## src/rtl/core/touch_page_navigator_with_sleep_macros.svh

```systemverilog
// Assertion helpers used by the navigator top level to check this block.
// Each helper samples on clk and is disabled while arst_n is low.
`ifndef TOUCH_PAGE_NAVIGATOR_WITH_SLEEP_MACROS_SVH
`define TOUCH_PAGE_NAVIGATOR_WITH_SLEEP_MACROS_SVH

// Check that a condition holds on every clock edge.
`define TPN_ASSERT(label, cond) \
	label: assert property (@(posedge clk) disable iff (!arst_n) (cond)) \
		else $error("tpn check failed");

// Check that a condition on one edge implies another on the next edge.
`define TPN_ASSERT_NEXT(label, ante, cons) \
	label: assert property (@(posedge clk) disable iff (!arst_n) (ante) |=> (cons)) \
		else $error("tpn sequence check failed");

`endif

```

## src/rtl/core/tpn_pkg.sv

```systemverilog
`timescale 1ns / 1ps
`default_nettype none

package tpn_pkg;

	localparam int unsigned TimeW = 32;
	localparam int unsigned PageW = 3;

	// Page codes
	localparam logic [PageW-1:0] PAGE_DASHBOARD  = 3'd0;
	localparam logic [PageW-1:0] PAGE_DIAGNOSTIC = 3'd1;
	localparam logic [PageW-1:0] PAGE_NETWORK    = 3'd2;
	localparam logic [PageW-1:0] PAGE_GRAPH      = 3'd3;
	localparam logic [PageW-1:0] PAGE_DETAIL     = 3'd4;
	localparam logic [PageW-1:0] PAGE_ADAPTIVE   = 3'd5;

	// Configuration register indexes
	localparam int unsigned CfgIdxW = 2;
	localparam logic [CfgIdxW-1:0] REG_HOLD_TIME     = 2'd0;
	localparam logic [CfgIdxW-1:0] REG_DEBOUNCE      = 2'd1;
	localparam logic [CfgIdxW-1:0] REG_SLEEP_TIMEOUT = 2'd2;

	// Register reset values
	localparam logic [TimeW-1:0] HOLD_TIME_RST     = 32'd10000;
	localparam logic [TimeW-1:0] DEBOUNCE_RST      = 32'd50;
	localparam logic [TimeW-1:0] SLEEP_TIMEOUT_RST = 32'd60000;

	typedef struct packed {
		logic [TimeW-1:0] hold_time_ms;
		logic [TimeW-1:0] debounce_ms;
		logic [TimeW-1:0] sleep_timeout_ms;
	} cfg_t;

	typedef struct packed {
		logic             prev_touch;
		logic             long_hold_done;
		logic [TimeW-1:0] press_start;
		logic [TimeW-1:0] last_activity;
		logic [TimeW-1:0] last_release;
		logic             sleeping;
		logic [PageW-1:0] page;
	} state_t;

	typedef struct packed {
		logic [PageW-1:0] page;
		logic             asleep;
		logic             detail_opened;
		logic             page_advanced;
		logic             went_to_sleep;
		logic             woke;
	} result_t;

	// Short-press page step: detail wraps to dashboard, others go (p + 1) mod 5
	function automatic logic [PageW-1:0] next_page(input logic [PageW-1:0] p);
		logic [PageW-1:0] n;
		unique case (p)
			PAGE_DASHBOARD:  n = PAGE_DIAGNOSTIC;
			PAGE_DIAGNOSTIC: n = PAGE_NETWORK;
			PAGE_NETWORK:    n = PAGE_GRAPH;
			PAGE_GRAPH:      n = PAGE_DETAIL;
			PAGE_DETAIL:     n = PAGE_DASHBOARD;
			PAGE_ADAPTIVE:   n = PAGE_DIAGNOSTIC;
			3'd6:            n = PAGE_NETWORK;
			default:         n = PAGE_GRAPH;
		endcase
		return n;
	endfunction

endpackage

`default_nettype wire

```

## src/rtl/core/tpn_step.sv

```systemverilog
`timescale 1ns / 1ps
`default_nettype none

module tpn_step (
	input  tpn_pkg::cfg_t              cfg,
	input  logic                       touch,
	input  logic [tpn_pkg::TimeW-1:0]  now,
	input  tpn_pkg::state_t            cur,
	output tpn_pkg::state_t            nxt,
	output tpn_pkg::result_t           res
);
	import tpn_pkg::*;

	logic             new_press;
	logic             lhd_base;
	logic [TimeW-1:0] press_base;
	logic [TimeW-1:0] hold_elapsed;
	logic [TimeW-1:0] rel_elapsed;
	logic [TimeW-1:0] idle_elapsed;
	logic             release_edge;
	logic             detail;
	logic             advance;
	logic             wake;
	logic             slept;
	logic             sleep_mid;
	logic [TimeW-1:0] act_mid;

	// Press start and hold timer
	assign new_press    = touch && !cur.prev_touch;
	assign press_base   = new_press ? now : cur.press_start;
	assign lhd_base     = new_press ? 1'b0 : cur.long_hold_done;
	assign hold_elapsed = now - press_base;
	assign detail       = touch && !cur.sleeping && !lhd_base
		&& (hold_elapsed >= cfg.hold_time_ms);

	// Release: wake first, else a debounced short press steps the page
	assign release_edge = !touch && cur.prev_touch;
	assign rel_elapsed  = now - cur.last_release;
	assign wake         = release_edge && cur.sleeping;
	assign advance      = release_edge && !cur.sleeping && !cur.long_hold_done
		&& (rel_elapsed >= cfg.debounce_ms);

	// Idle timeout measured from the activity time after this sample
	assign sleep_mid    = cur.sleeping && !wake;
	assign act_mid      = (touch || wake) ? now : cur.last_activity;
	assign idle_elapsed = now - act_mid;
	assign slept        = !sleep_mid && (idle_elapsed >= cfg.sleep_timeout_ms);

	always_comb begin
		nxt.prev_touch     = touch;
		nxt.long_hold_done = touch ? (lhd_base || detail) : cur.long_hold_done;
		nxt.press_start    = press_base;
		nxt.last_activity  = act_mid;
		nxt.last_release   = advance ? now : cur.last_release;
		nxt.sleeping       = sleep_mid || slept;
		priority if (detail) begin
			nxt.page = PAGE_DETAIL;
		end else if (advance) begin
			nxt.page = next_page(cur.page);
		end else begin
			nxt.page = cur.page;
		end

		res.page          = nxt.page;
		res.asleep        = nxt.sleeping;
		res.detail_opened = detail;
		res.page_advanced = advance;
		res.went_to_sleep = slept;
		res.woke          = wake;
	end

endmodule

`default_nettype wire

```

## src/rtl/core/touch_page_navigator_with_sleep.sv

```systemverilog
`timescale 1ns / 1ps
`default_nettype none
`include "touch_page_navigator_with_sleep_macros.svh"

// Channel  Handshake               Payload
// in       in_valid / in_ready     touch_active, now_ms
// out      out_valid / out_ready   page, asleep, detail_opened, page_advanced,
//                                  went_to_sleep, woke
// cfg      cfg_valid / cfg_ready   cfg_index, cfg_data
//
// One sample per cycle while results are taken: a beat lands in the input
// register, then one pass of subtract-and-compare logic updates the state and
// loads the result register.
// Reset clears the state and loads the register defaults; no clearing pass.
// A stalled result holds the sample stage; cfg_ready is always high.

module touch_page_navigator_with_sleep (
	input  logic                              clk,
	input  logic                              arst_n,
	input  logic                              in_valid,
	output logic                              in_ready,
	input  logic                              touch_active,
	input  logic [tpn_pkg::TimeW-1:0]         now_ms,
	output logic                              out_valid,
	input  logic                              out_ready,
	output logic [tpn_pkg::PageW-1:0]         page,
	output logic                              asleep,
	output logic                              detail_opened,
	output logic                              page_advanced,
	output logic                              went_to_sleep,
	output logic                              woke,
	input  logic                              cfg_valid,
	output logic                              cfg_ready,
	input  logic [tpn_pkg::CfgIdxW-1:0]       cfg_index,
	input  logic [tpn_pkg::TimeW-1:0]         cfg_data
);
	import tpn_pkg::*;

	cfg_t             cfg_q;
	state_t           state_q;
	state_t           state_nxt;
	result_t          res_nxt;
	result_t          res_q;
	logic             out_valid_q;
	logic             valid_s1;
	logic             touch_s1;
	logic [TimeW-1:0] now_s1;
	logic             step;

	assign cfg_ready = 1'b1;

	// Write configuration registers; unknown indexes are dropped
	always_ff @(posedge clk or negedge arst_n) begin
		if (!arst_n) begin
			cfg_q.hold_time_ms     <= HOLD_TIME_RST;
			cfg_q.debounce_ms      <= DEBOUNCE_RST;
			cfg_q.sleep_timeout_ms <= SLEEP_TIMEOUT_RST;
		end else if (cfg_valid && cfg_ready) begin
			unique case (cfg_index)
				REG_HOLD_TIME:     cfg_q.hold_time_ms     <= cfg_data;
				REG_DEBOUNCE:      cfg_q.debounce_ms      <= cfg_data;
				REG_SLEEP_TIMEOUT: cfg_q.sleep_timeout_ms <= cfg_data;
				default:           ;
			endcase
		end
	end

	// Advance the sample stage when the result register is free
	assign step     = valid_s1 && (!out_valid_q || out_ready);
	assign in_ready = !valid_s1 || step;

	always_ff @(posedge clk or negedge arst_n) begin
		if (!arst_n) begin
			valid_s1 <= 1'b0;
		end else if (in_ready) begin
			valid_s1 <= in_valid;
		end
	end

	// Capture the sample beat
	always_ff @(posedge clk) begin
		if (in_valid && in_ready) begin
			touch_s1 <= touch_active;
			now_s1   <= now_ms;
		end
	end

	tpn_step u_step (
		.cfg   (cfg_q),
		.touch (touch_s1),
		.now   (now_s1),
		.cur   (state_q),
		.nxt   (state_nxt),
		.res   (res_nxt)
	);

	// Commit the state update
	always_ff @(posedge clk or negedge arst_n) begin
		if (!arst_n) begin
			state_q <= '0;
		end else if (step) begin
			state_q <= state_nxt;
		end
	end

	// Hold the result until the consumer takes it
	always_ff @(posedge clk or negedge arst_n) begin
		if (!arst_n) begin
			out_valid_q <= 1'b0;
		end else if (step) begin
			out_valid_q <= 1'b1;
		end else if (out_ready) begin
			out_valid_q <= 1'b0;
		end
	end

	always_ff @(posedge clk) begin
		if (step) begin
			res_q <= res_nxt;
		end
	end

	assign out_valid     = out_valid_q;
	assign page          = res_q.page;
	assign asleep        = res_q.asleep;
	assign detail_opened = res_q.detail_opened;
	assign page_advanced = res_q.page_advanced;
	assign went_to_sleep = res_q.went_to_sleep;
	assign woke          = res_q.woke;

	`TPN_ASSERT(a_page_range, state_q.page <= PAGE_ADAPTIVE)
	`TPN_ASSERT(a_detail_page, !(out_valid_q && res_q.detail_opened) || (res_q.page == PAGE_DETAIL))
	`TPN_ASSERT(a_one_event, !(out_valid_q && res_q.detail_opened && res_q.page_advanced))
	`TPN_ASSERT_NEXT(a_stall_holds, valid_s1 && out_valid_q && !out_ready, $stable(state_q) && valid_s1)

endmodule

`default_nettype wire

```

## config.mk

```make
export PLATFORM = sky130hd
export DESIGN_NAME = touch_page_navigator_with_sleep
export DESIGN_NICKNAME = d
export VERILOG_FILES = /design/src/rtl/core/tpn_pkg.sv /design/src/rtl/core/tpn_step.sv /design/src/rtl/core/touch_page_navigator_with_sleep.sv
export VERILOG_INCLUDE_DIRS = /design/src /design/src/rtl/core
export SDC_FILE = /design/constraint.sdc
export NUM_CORES = 1
export LEC_CHECK = 0
export ABC_CLOCK_PERIOD_IN_PS = 6300
export BUFFER_PORTS_ARGS = -buffer_cell sky130_fd_sc_hd__buf_2
export CAP_MARGIN = 20
export CORE_ASPECT_RATIO = 1.1
export CORE_MARGIN = 8
export CORE_UTILIZATION = 61
export DETAILED_ROUTE_END_ITERATION = 10
export HOLD_SLACK_MARGIN = 0.12
export PLACE_DENSITY = 0.79
export SLEW_MARGIN = 20
export SYNTH_ARGS = -nofsm -noshare
export SYNTH_HDL_FRONTEND = slang
export SYNTH_SLANG_ARGS = --single-unit
export TNS_END_PERCENT = 100
```

## constraint.sdc

```tcl
create_clock -name clk -period 6.3 [get_ports clk]
set_input_delay 0.63 -clock clk [delete_from_list [all_inputs] [get_ports clk]]
set_output_delay 0.63 -clock clk [all_outputs]
set_load 0.01 [all_outputs]
```

Yosys cells after proc, flatten, opt, wreduce, memory -nomap -nowiden
Cells that the tools add are included.
{ "op_classes": {"mul": 0, "bitwise_logic": 0, "mux": 8, "order_cmp": 3, "n_addsub": 3, "reduce_logical": 37, "shift": 0, "div": 0, "eq_ne": 7} }
{ "ops": {"columns": ["cell", "n"], "rows": [
  ["$ge A32 B32 Y1", 3],
  ["$sub A32 B32 Y32", 3],
  ["$mux W32", 2],
  ["$logic_and A1 B1 Y1", 13],
  ["$pmux W3 S4", 1],
  ["$reduce_and A2 Y1", 5],
  ["$eq A3 B3 Y1 const B", 3],
  ["$logic_not A1 Y1", 9],
  ["$mux W3", 2],
  ["$logic_or A1 B1 Y1", 5],
  ["$reduce_or A2 Y1", 2],
  ["$eq A3 B1 Y1 const B", 1],
  ["$eq A3 B2 Y1 const B", 1],
  ["$logic_not A3 Y1", 1],
  ["$mux W1", 3],
  ["$eq A2 B1 Y1 const B", 1],
  ["$eq A2 B2 Y1 const B", 1],
  ["$logic_not A2 Y1", 1],
  ["$reduce_bool A2 Y1", 1]
]} }
{ "word_totals": {"latchBits": 0, "output_inout_bits": 11, "wordCells": 78, "mem_bits_rw": 0, "reg_bits": 241, "mem_bits_ro": 0, "n_memories": 0} }

Logic depth before layout (Yosys ltp)
Gate-level depths: netlist of run 1.
{ "logic_depth": {"ltp_word": 9, "ltp_mapped": 29, "depth_no_buf": 27} }

Cells and area by module
Synthesis of run 1 repeated with hierarchy kept, for this count alone.
{ "hier_totals": {"cells_unflattened": 1810, "area_unflattened_um2": 17768.3} }
{ "by_module_without_submodules": {"columns": ["mod", "area_per_inst_um2", "n_inst", "cells_per_inst", "seq_area_each_um2"], "rows": [
  ["tpn_step", 9003.6, 1, 1339, 0.0],
  ["touch_page_navigator_with_sleep", 8764.7, 1, 471, 6254.7]
]} }

Least setup slack after synthesis of run 1
OpenSTA, ideal clock, no wires.
{ "synth_path": {"path_type": "register to register", "start": "register state_q[3] (netlist name)", "end": "register res_q, in the netlist went_to_sleep (data pin)", "path_slack_ns": 1.084, "path_buffers": 2, "required_time_ns": 6.036, "period_less_slack_ns": 5.216, "stages_incl_launch_ff": 28, "arrival_time_ns": 4.952, "path_cell_list": "dfrtp_1 -> a21oi_2 -> clkbuf_1 -> clkbuf_1 -> o21ai_0 -> ha_1 -> inv_1 -> ha_1 -> o22ai_1 -> a311oi_1 -> a31oi_1 -> o21ai_0 -> a31oi_1 -> nor2b_1 -> a41o_1 -> a31oi_1 -> xnor2_1 -> ha_1 -> a21oi_1 -> nor2b_1 -> o21ai_0 -> a21oi_1 -> o21a_1 -> o21ai_0 -> o211ai_1 -> a41oi_1 -> a31o_2 -> a21oi_1"} }
{ "synth_lines": {"columns": ["element", "line_no", "rtl"], "rows": [
  ["start: declaration", "touch_page_navigator_with_sleep.sv:40", "state_t state_q;"],
  ["start signal: assignment", "touch_page_navigator_with_sleep.sv:102", "state_q <= state_nxt;"],
  ["end signal: assignment", "touch_page_navigator_with_sleep.sv:119", "res_q <= res_nxt;"],
  ["end: declaration", "touch_page_navigator_with_sleep.sv:43", "result_t res_q;"]
]} }

Worst setup path in the final report of run 1
{ "layout_path": {"start": "register now_s1[1]", "end": "register state_q[27] (netlist name)"} }
{ "layout_via": {"elab_chain_len": 4} }
{ "layout_rtl": {"columns": ["element", "line_no", "rtl"], "rows": [
  ["start: declaration", "touch_page_navigator_with_sleep.sv:47", "logic [TimeW-1:0] now_s1;"],
  ["start signal: assignment", "touch_page_navigator_with_sleep.sv:84", "now_s1 <= now_ms;"],
  ["$sub A32 B32 Y32", "tpn_step.sv:38", "assign rel_elapsed = now - cur.last_release;"],
  ["$ge A32 B32 Y1", "tpn_step.sv:41", "&& (rel_elapsed >= cfg.debounce_ms);"],
  ["$logic_and A1 B1 Y1", "tpn_step.sv:41", null],
  ["$reduce_and A2 Y1 (no source line)", null, null]
]} }
No other way between the ends.
A chain may end at the register's enable or synchronous reset.

==> metrics.txt, run 1 <==
status finished, final reports clean; yosys warns 0; total power 7.544 mW; Post-CTS Resized 0; layout cells sized above 1 16.36%; fin crit share 92.73%; first-pass GRT wire length 64.86 mm; WL per Instance 18.91 um; CP Buf/Inv Count 1; DP Wirelength 29.87 mm; clock slew at reported path FFs 60 ps; Cells after Synth 1666; Core Area 0.02672 mm2; Worst Setup End Kind flip-flop; Seq cells post-synth 241; initial core utilization 61.34%; max_slew headroom 26.56%; Syn-to-layout area delta 9.839%; Final Hold Viols 0; largest net degree at the start of global routing 81; cts hold-fix bufs 0; number of enable flip-flop cells after synthesis 41; vias in the first global route 12670; Leak 8.655 nW; TritonCTS clock tree done; final antenna-violating net count 0; PwrDens 419.0 mW/mm2; crit path max fanout 48; Skew-Pair Late Insertion Delay 550 ps; IO Pins 83; RePlAce Congestion 0.9031; antenna violations before repair 0; Die Area 0.03238 mm2; syn avg cell area 9.839 um2; fill cell count 2058; area occupied by multi-input gates 0.009395 mm2; WP data required 6720 ps; DRC viols 0; RSZ-0062 raised after global routing false; initial DRC count 890; cell area after synthesis 0.01639 mm2; htree depth 1; sequential area share after synthesis 38.16%; Max Freq 171.2 MHz; IO buf count 81; commonest non-fill, non-tap cells in the layout 185 x dfrtp_1, 184 x ha_1, 153 x inv_1; # Max-Cap Violations 0; crit path cell chain ha_1 > nor2b_1 > o31a_1 > o41a_1 > a211o_1 > a31oi_1 > o2111ai_1 > a211o_1 > a21o_1 > a21oi_1 > xnor2_1 > ha_1 > and4_1 > nand3_1 > nor2_1 > o311ai_0 > a21oi_1 > o21a_4 > buf_6 > o21ai_0; worst hold path class input port to async pin; Post-synth ARST share 82.99%; clk sinks 241; Worst path max stage delay 570 ps; vias per cell 5.975; top_reg_cell synth dfrtp_1; startpoint class of the critical path flip-flop; Slew Viols, Final 0; crit path max-delay cell type edfxtp_1; post-layout min period 5842 ps; root buffer cell clkbuf_16; Storage cell area 0.006255 mm2; GR Overflow Total 0; CP delay by family, top compound AO/OA/AOI/OAI gates; overall routing resource usage 24.85%; Worst VDD drop 0.3211 mV; CTS Buf Count 27; post-CTS setup buffers 0; Row Count 63; Worst Skew 21.07 ps; commonest non-fill, non-tap cell in the layout dfrtp_1; die width 172.3 um; Crit Path Class flip-flop to flip-flop; measured slew at the worst slew-check pin 1102 ps; Die Y-Extent 187.9 um; vias post-DR 12650; DRT Pass-1 Iters 7; synth unique cells 67; n_diodes 0; CTS Buffer Depth 3; post-synth net total 1924; Final Setup Violations 0; NumNets Final 1997; post-route setup TNS 0 ps; routed wire length 40.04 mm; critical path data arrival time 6260 ps
[area by class of cell]
| type | count | area share [%] |
|---|---|---|
| Multi-Input combinational cell | 1222 | 52.18 |
| Sequential cell | 241 | 34.74 |
| Clock buffer | 37 | 4.017 |
| Inverter | 153 | 3.190 |
| Timing Repair Buffer | 94 | 2.863 |
| Tap cell | 357 | 2.481 |
| Clock inverter | 13 | 0.5281 |
[stage by stage]
step                setup slack (ps)  utilization (%)  std cells  instance area, um2  hold slack [ps]
global placement               378.6            64.26       2067               17170            464.6
global route                   77.87            67.38       2117               18000            182.1
floorplan                       1084                -       1666               16390            334.4
finish                         457.8            67.38       2117               18000            130.5
detailed placement             294.5            64.26       2067               17170            482.6
CTS                            264.5            67.32       2117               17990            145.6
[worst paths after layout]
kind | to | startpoint | slack [ps] | depth (start not counted)
worst max-delay path | state_q[27] | now_s1[1] | 460 | 20
worst min-delay path | out_valid | arst_n | 130 | 1
worst max register to register | state_q[27] | now_s1[1] | 460 | 20
worst min register to register | out_valid | valid_s1 | 490 | 1
max in group asynchronous | cfg_q[80] | arst_n | 4820 | 2
min in group clk | now_s1[4] | now_ms[4] | 250 | 1
[registers in the layout, indices dropped and copies added (netlist names)]
signal and count:
asleep 1, page_advanced 1, woke 1, cfg_q 96
went_to_sleep 1, now_s1 32, touch_s1 1, state_q 102
valid_s1 1, detail_opened 1, page 3, out_valid 1
[worst reg2reg max path: cells and delay by family, from the launching register on]
family	cells	cell delay, ps
DFF	1	570
AOI/OAI and AO/OA	12	3410
adders and majority gates	2	650
xor gates and xnor gates	1	100
and+or+nand+nor	4	670
buffers and inverters	1	320
[cell families (layout without fill, tap and decap cells)]
family / Yosys count / in the layout / synth area share (%)
compound gates: 440 / 440 / 16.46
simple gates: 328 / 328 / 9.808
flops: 241 / 241 / 38.16
buf+inv: 203 / 297 / 4.679
fa+ha+maj: 187 / 187 / 14.35
mux: 177 / 177 / 11.76
xor+xnor: 89 / 89 / 4.755
other cells: 1 / 1 / 0.02288
[cell usage after synthesis, drive strengths merged, types with 5 or more instances]
library cell	n	area share, %
dfstp	15	2.4
nor2b	23	0.88
nand3	18	0.55
nor3	10	0.31
mux2i	52	3.2
nand2	122	2.8
ha	184	14
a211o	8	0.43
dfrtp	185	28
and3	13	0.50
mux2	125	8.6
clkbuf	38	0.87
nand2b	26	0.99
a2111oi	5	0.27
and4	5	0.27
inv	153	3.5
a211oi	5	0.23
o21bai	10	0.46
xor2	28	1.5
nor2	60	1.4
a21oi	127	3.9
a21o	60	2.7
o21ai	140	4.3
nand3b	7	0.32
o21a	17	0.78
buf	12	0.31
a31oi	12	0.46
edfxtp	41	7.5
nand4	17	0.65
xnor2	61	3.3
o211ai	12	0.55
o31ai	6	0.27
[report_power, final]
part           internal [mW]  switching [mW]  total [mW]
combinational           1.73            2.14        3.87
sequential              1.98           0.214        2.19
clock                  0.843           0.640        1.48
[layer usage]
metal	GRT usage, %	part of all wire [%]
met5	0	0
met3	3.239	5.6
met1	32.87	44
met2	41.31	47
met4	8.231	3.2
Note: power is estimated with default switching activity, not from simulation.
==> run 2, diff against run 1 <==
==> constraint.sdc (replaced) <==
create_clock -name clk -period 6.3 [get_ports clk]
set_input_delay 1.89 -clock clk [delete_from_list [all_inputs] [get_ports clk]]
set_output_delay 1.89 -clock clk [all_outputs]
set_load 0.01 [all_outputs]
==> run 2 against run 1 <==
Compared with the run above:
- combinational power is essentially flat
- critical path depth grew 5
- utilization grew 0.56 points
- non-clock buffer count is the same
- clock power grew 16%
- worst hold slack gained 350 ps
- register-to-register slack lost 30 ps
==> metrics.txt, run 2 (synthesized netlist as in run 1, its figures left out) <==
crit path max-delay cell type a311oi_1 (was edfxtp_1); final antenna-violating net count 0 (unchanged); routed wire length 40.64 mm (was 40.04 mm); initial core utilization 61.34% (unchanged); critical path data arrival time 6150 ps (was 6260 ps); Crit Path Class flip-flop to flip-flop (unchanged); measured slew at the worst slew-check pin 1163 ps (was 1102 ps); TritonCTS clock tree done (unchanged); root buffer cell clkbuf_16 (unchanged); commonest non-fill, non-tap cell in the layout dfrtp_1 (unchanged); startpoint class of the critical path flip-flop (unchanged); NumNets Final 1998 (was 1997); fill cell count 2029 (was 2058); # Max-Cap Violations 0 (unchanged); RSZ-0062 raised after global routing false (unchanged); Row Count 63 (unchanged); reg2reg path depth 25 (was 20); clock slew at reported path FFs 60 ps (about the same); hold path depth 2; met2 Resource Use GR 41.47% (was 41.31%); post-layout min period 5868 ps (was 5842 ps); CTS Buf Count 28 (was 27); antenna violations before repair 0 (unchanged); CP Buf/Inv Count 1 (unchanged); Final Hold Viols 0 (unchanged); Die Y-Extent 187.9 um (unchanged); Top reg by flops state_q (unchanged); IO Pins 83 (unchanged); Largest regs state_q x102, cfg_q x96, now_s1 x32 (unchanged); worst r2r src state_q[3] (was now_s1[1]); status finished, final reports clean (unchanged); DP Wirelength 30.10 mm (was 29.87 mm); RePlAce Congestion 0.9100 (was 0.9031); n_diodes 0 (unchanged); grt peak-use layer met2 (unchanged); initial DRC count 879 (was 890); layout cells sized above 1 16.69% (was 16.36%); first-pass GRT wire length 65.61 mm (was 64.86 mm); die width 172.3 um (unchanged); GR Overflow Total 0 (unchanged); FF-to-FF End asleep (was state_q[27]); Area after DPL 0.01717 mm2 (unchanged); Worst VDD drop 0.2735 mV (was 0.3211 mV); Syn-to-layout area delta 10.75% (was 9.839%); Die Area 0.03238 mm2 (unchanged); post-CTS setup buffers 0 (unchanged); Final Setup Violations 0 (unchanged); max_slew headroom 21.49% (was 26.56%); Worst path max stage delay 560 ps (was 570 ps); met3 usage in global routing 3.596% (was 3.239%); fin crit share 93.14% (was 92.73%); max reg flops 102 (unchanged); post-route setup TNS 0 ps (unchanged); worst hold path class flip-flop to flip-flop (was input port to async pin); Max Freq 170.4 MHz (was 171.2 MHz); met1 GRT Util 32.22% (was 32.87%); DRC viols 0 (unchanged); HP Start state_q[68]; PwrDens 429.8 mW/mm2 (was 419.0 mW/mm2); overall routing resource usage 25.05% (was 24.85%); largest net degree at the start of global routing 108 (was 81); crit-path most repeated cell o21ai_0; cts hold-fix bufs 0 (unchanged); IO buf count 81 (unchanged); Worst Skew 11.36 ps (was 21.07 ps); CTS Buffer Depth 3 (unchanged); DRT Pass-1 Iters 7 (unchanged); htree depth 1 (unchanged); reg2reg setup slack 430 ps (was 460 ps); Slew Viols, Final 0 (unchanged); clk sinks 241 (unchanged); Post-CTS Resized 0 (unchanged); Worst Setup End Kind flip-flop (unchanged); commonest non-fill, non-tap cells in the layout 185 x dfrtp_1, 184 x ha_1, 153 x inv_1 (unchanged); Core Area 0.02672 mm2 (unchanged); WHS Endpoint state_q[68]; vias post-DR 12730 (was 12650); Leak 8.734 nW (was 8.655 nW); Skew-Pair Late Insertion Delay 540 ps (was 550 ps); CP delay by family, top compound AO/OA/AOI/OAI gates (unchanged); WL per Instance 19.18 um (was 18.91 um); Design Area, Final 0.01815 mm2 (was 0.01800 mm2); crit path max fanout 8 (was 48); vias per cell 6.008 (was 5.975); WP data required 6590 ps (was 6720 ps); vias in the first global route 12880 (was 12670)
## run 2: cell types whose count changed in the layout (fill, tap and decap cells not counted), moves of 2 or more
| cell | change |
|---|---|
| clkbuf_16 | +2 |
| bufinv_16 | +3 |
| clkbuf_8 | +4 |
| clkbuf_1 | -4 |
## run 2: tightest hold or removal path: stages (launching register included)
cell and delay, ps:
dfrtp_1 340, nand2_1 50, o21ai_0 60
## run 2: metrics by stage
step           instances  util [%]  setup slack [ps]  hold slack [ps]  total power [mW]
2_1_floorplan       1666         -              1084            449.7             5.047
4_1_cts             2119     67.93             371.9            483.7             7.790
3_3_place_gp        2067     64.26             459.5            464.4             5.849
3_5_place_dp        2067     64.26             402.7            470.9             6.012
5_1_grt             2119     67.94             16.65            507.8             8.383
6_report            2119     67.94             432.3            483.1             7.804
## run 2: power by group
part | total (mW) | internal, mW | leakage, nW | switching (mW)
combinational | 3.90 | 1.74 | 5.55 | 2.16
clock | 1.72 | 1.06 | 0.479 | 0.659
sequential | 2.19 | 1.98 | 2.70 | 0.210
total | 7.80 | 4.77 | 8.73 | 3.03
## run 2: layer usage
layer  wire length [um]  vias to the layer above
li1                   -                     6119
met4               1667                        0
met2              19270                      408
met3               2333                      105
met5                  0                        -
met1              17360                     6100
## run 2: area by class of cell
| type | instances | area [um2] | share of cell area, % |
|---|---|---|---|
| flip-flops and latches | 241 | 6255 | 34.45 |
| clock inverters | 13 | 167.7 | 0.9235 |
| clock buffers | 39 | 813.3 | 4.480 |
| repair buffers | 94 | 515.5 | 2.839 |
| inverters | 153 | 574.3 | 3.163 |
| well taps | 357 | 446.7 | 2.460 |
| multi-input cells | 1222 | 9383 | 51.68 |
## run 2: how the worst max path moves through the flow
stage	from	endpoint	slack, ps	depth (start not counted)
2_1_floorplan	state_q[3]	went_to_sleep	1080	27
3_3_place_gp	now_s1[1]	state_q[16]	460	20
3_5_place_dp	now_s1[1]	state_q[29]	400	20
4_1_cts	now_s1[1]	state_q[29]	370	20
5_1_grt	now_s1[1]	state_q[28]	20	21
6_report	state_q[3]	asleep	430	25
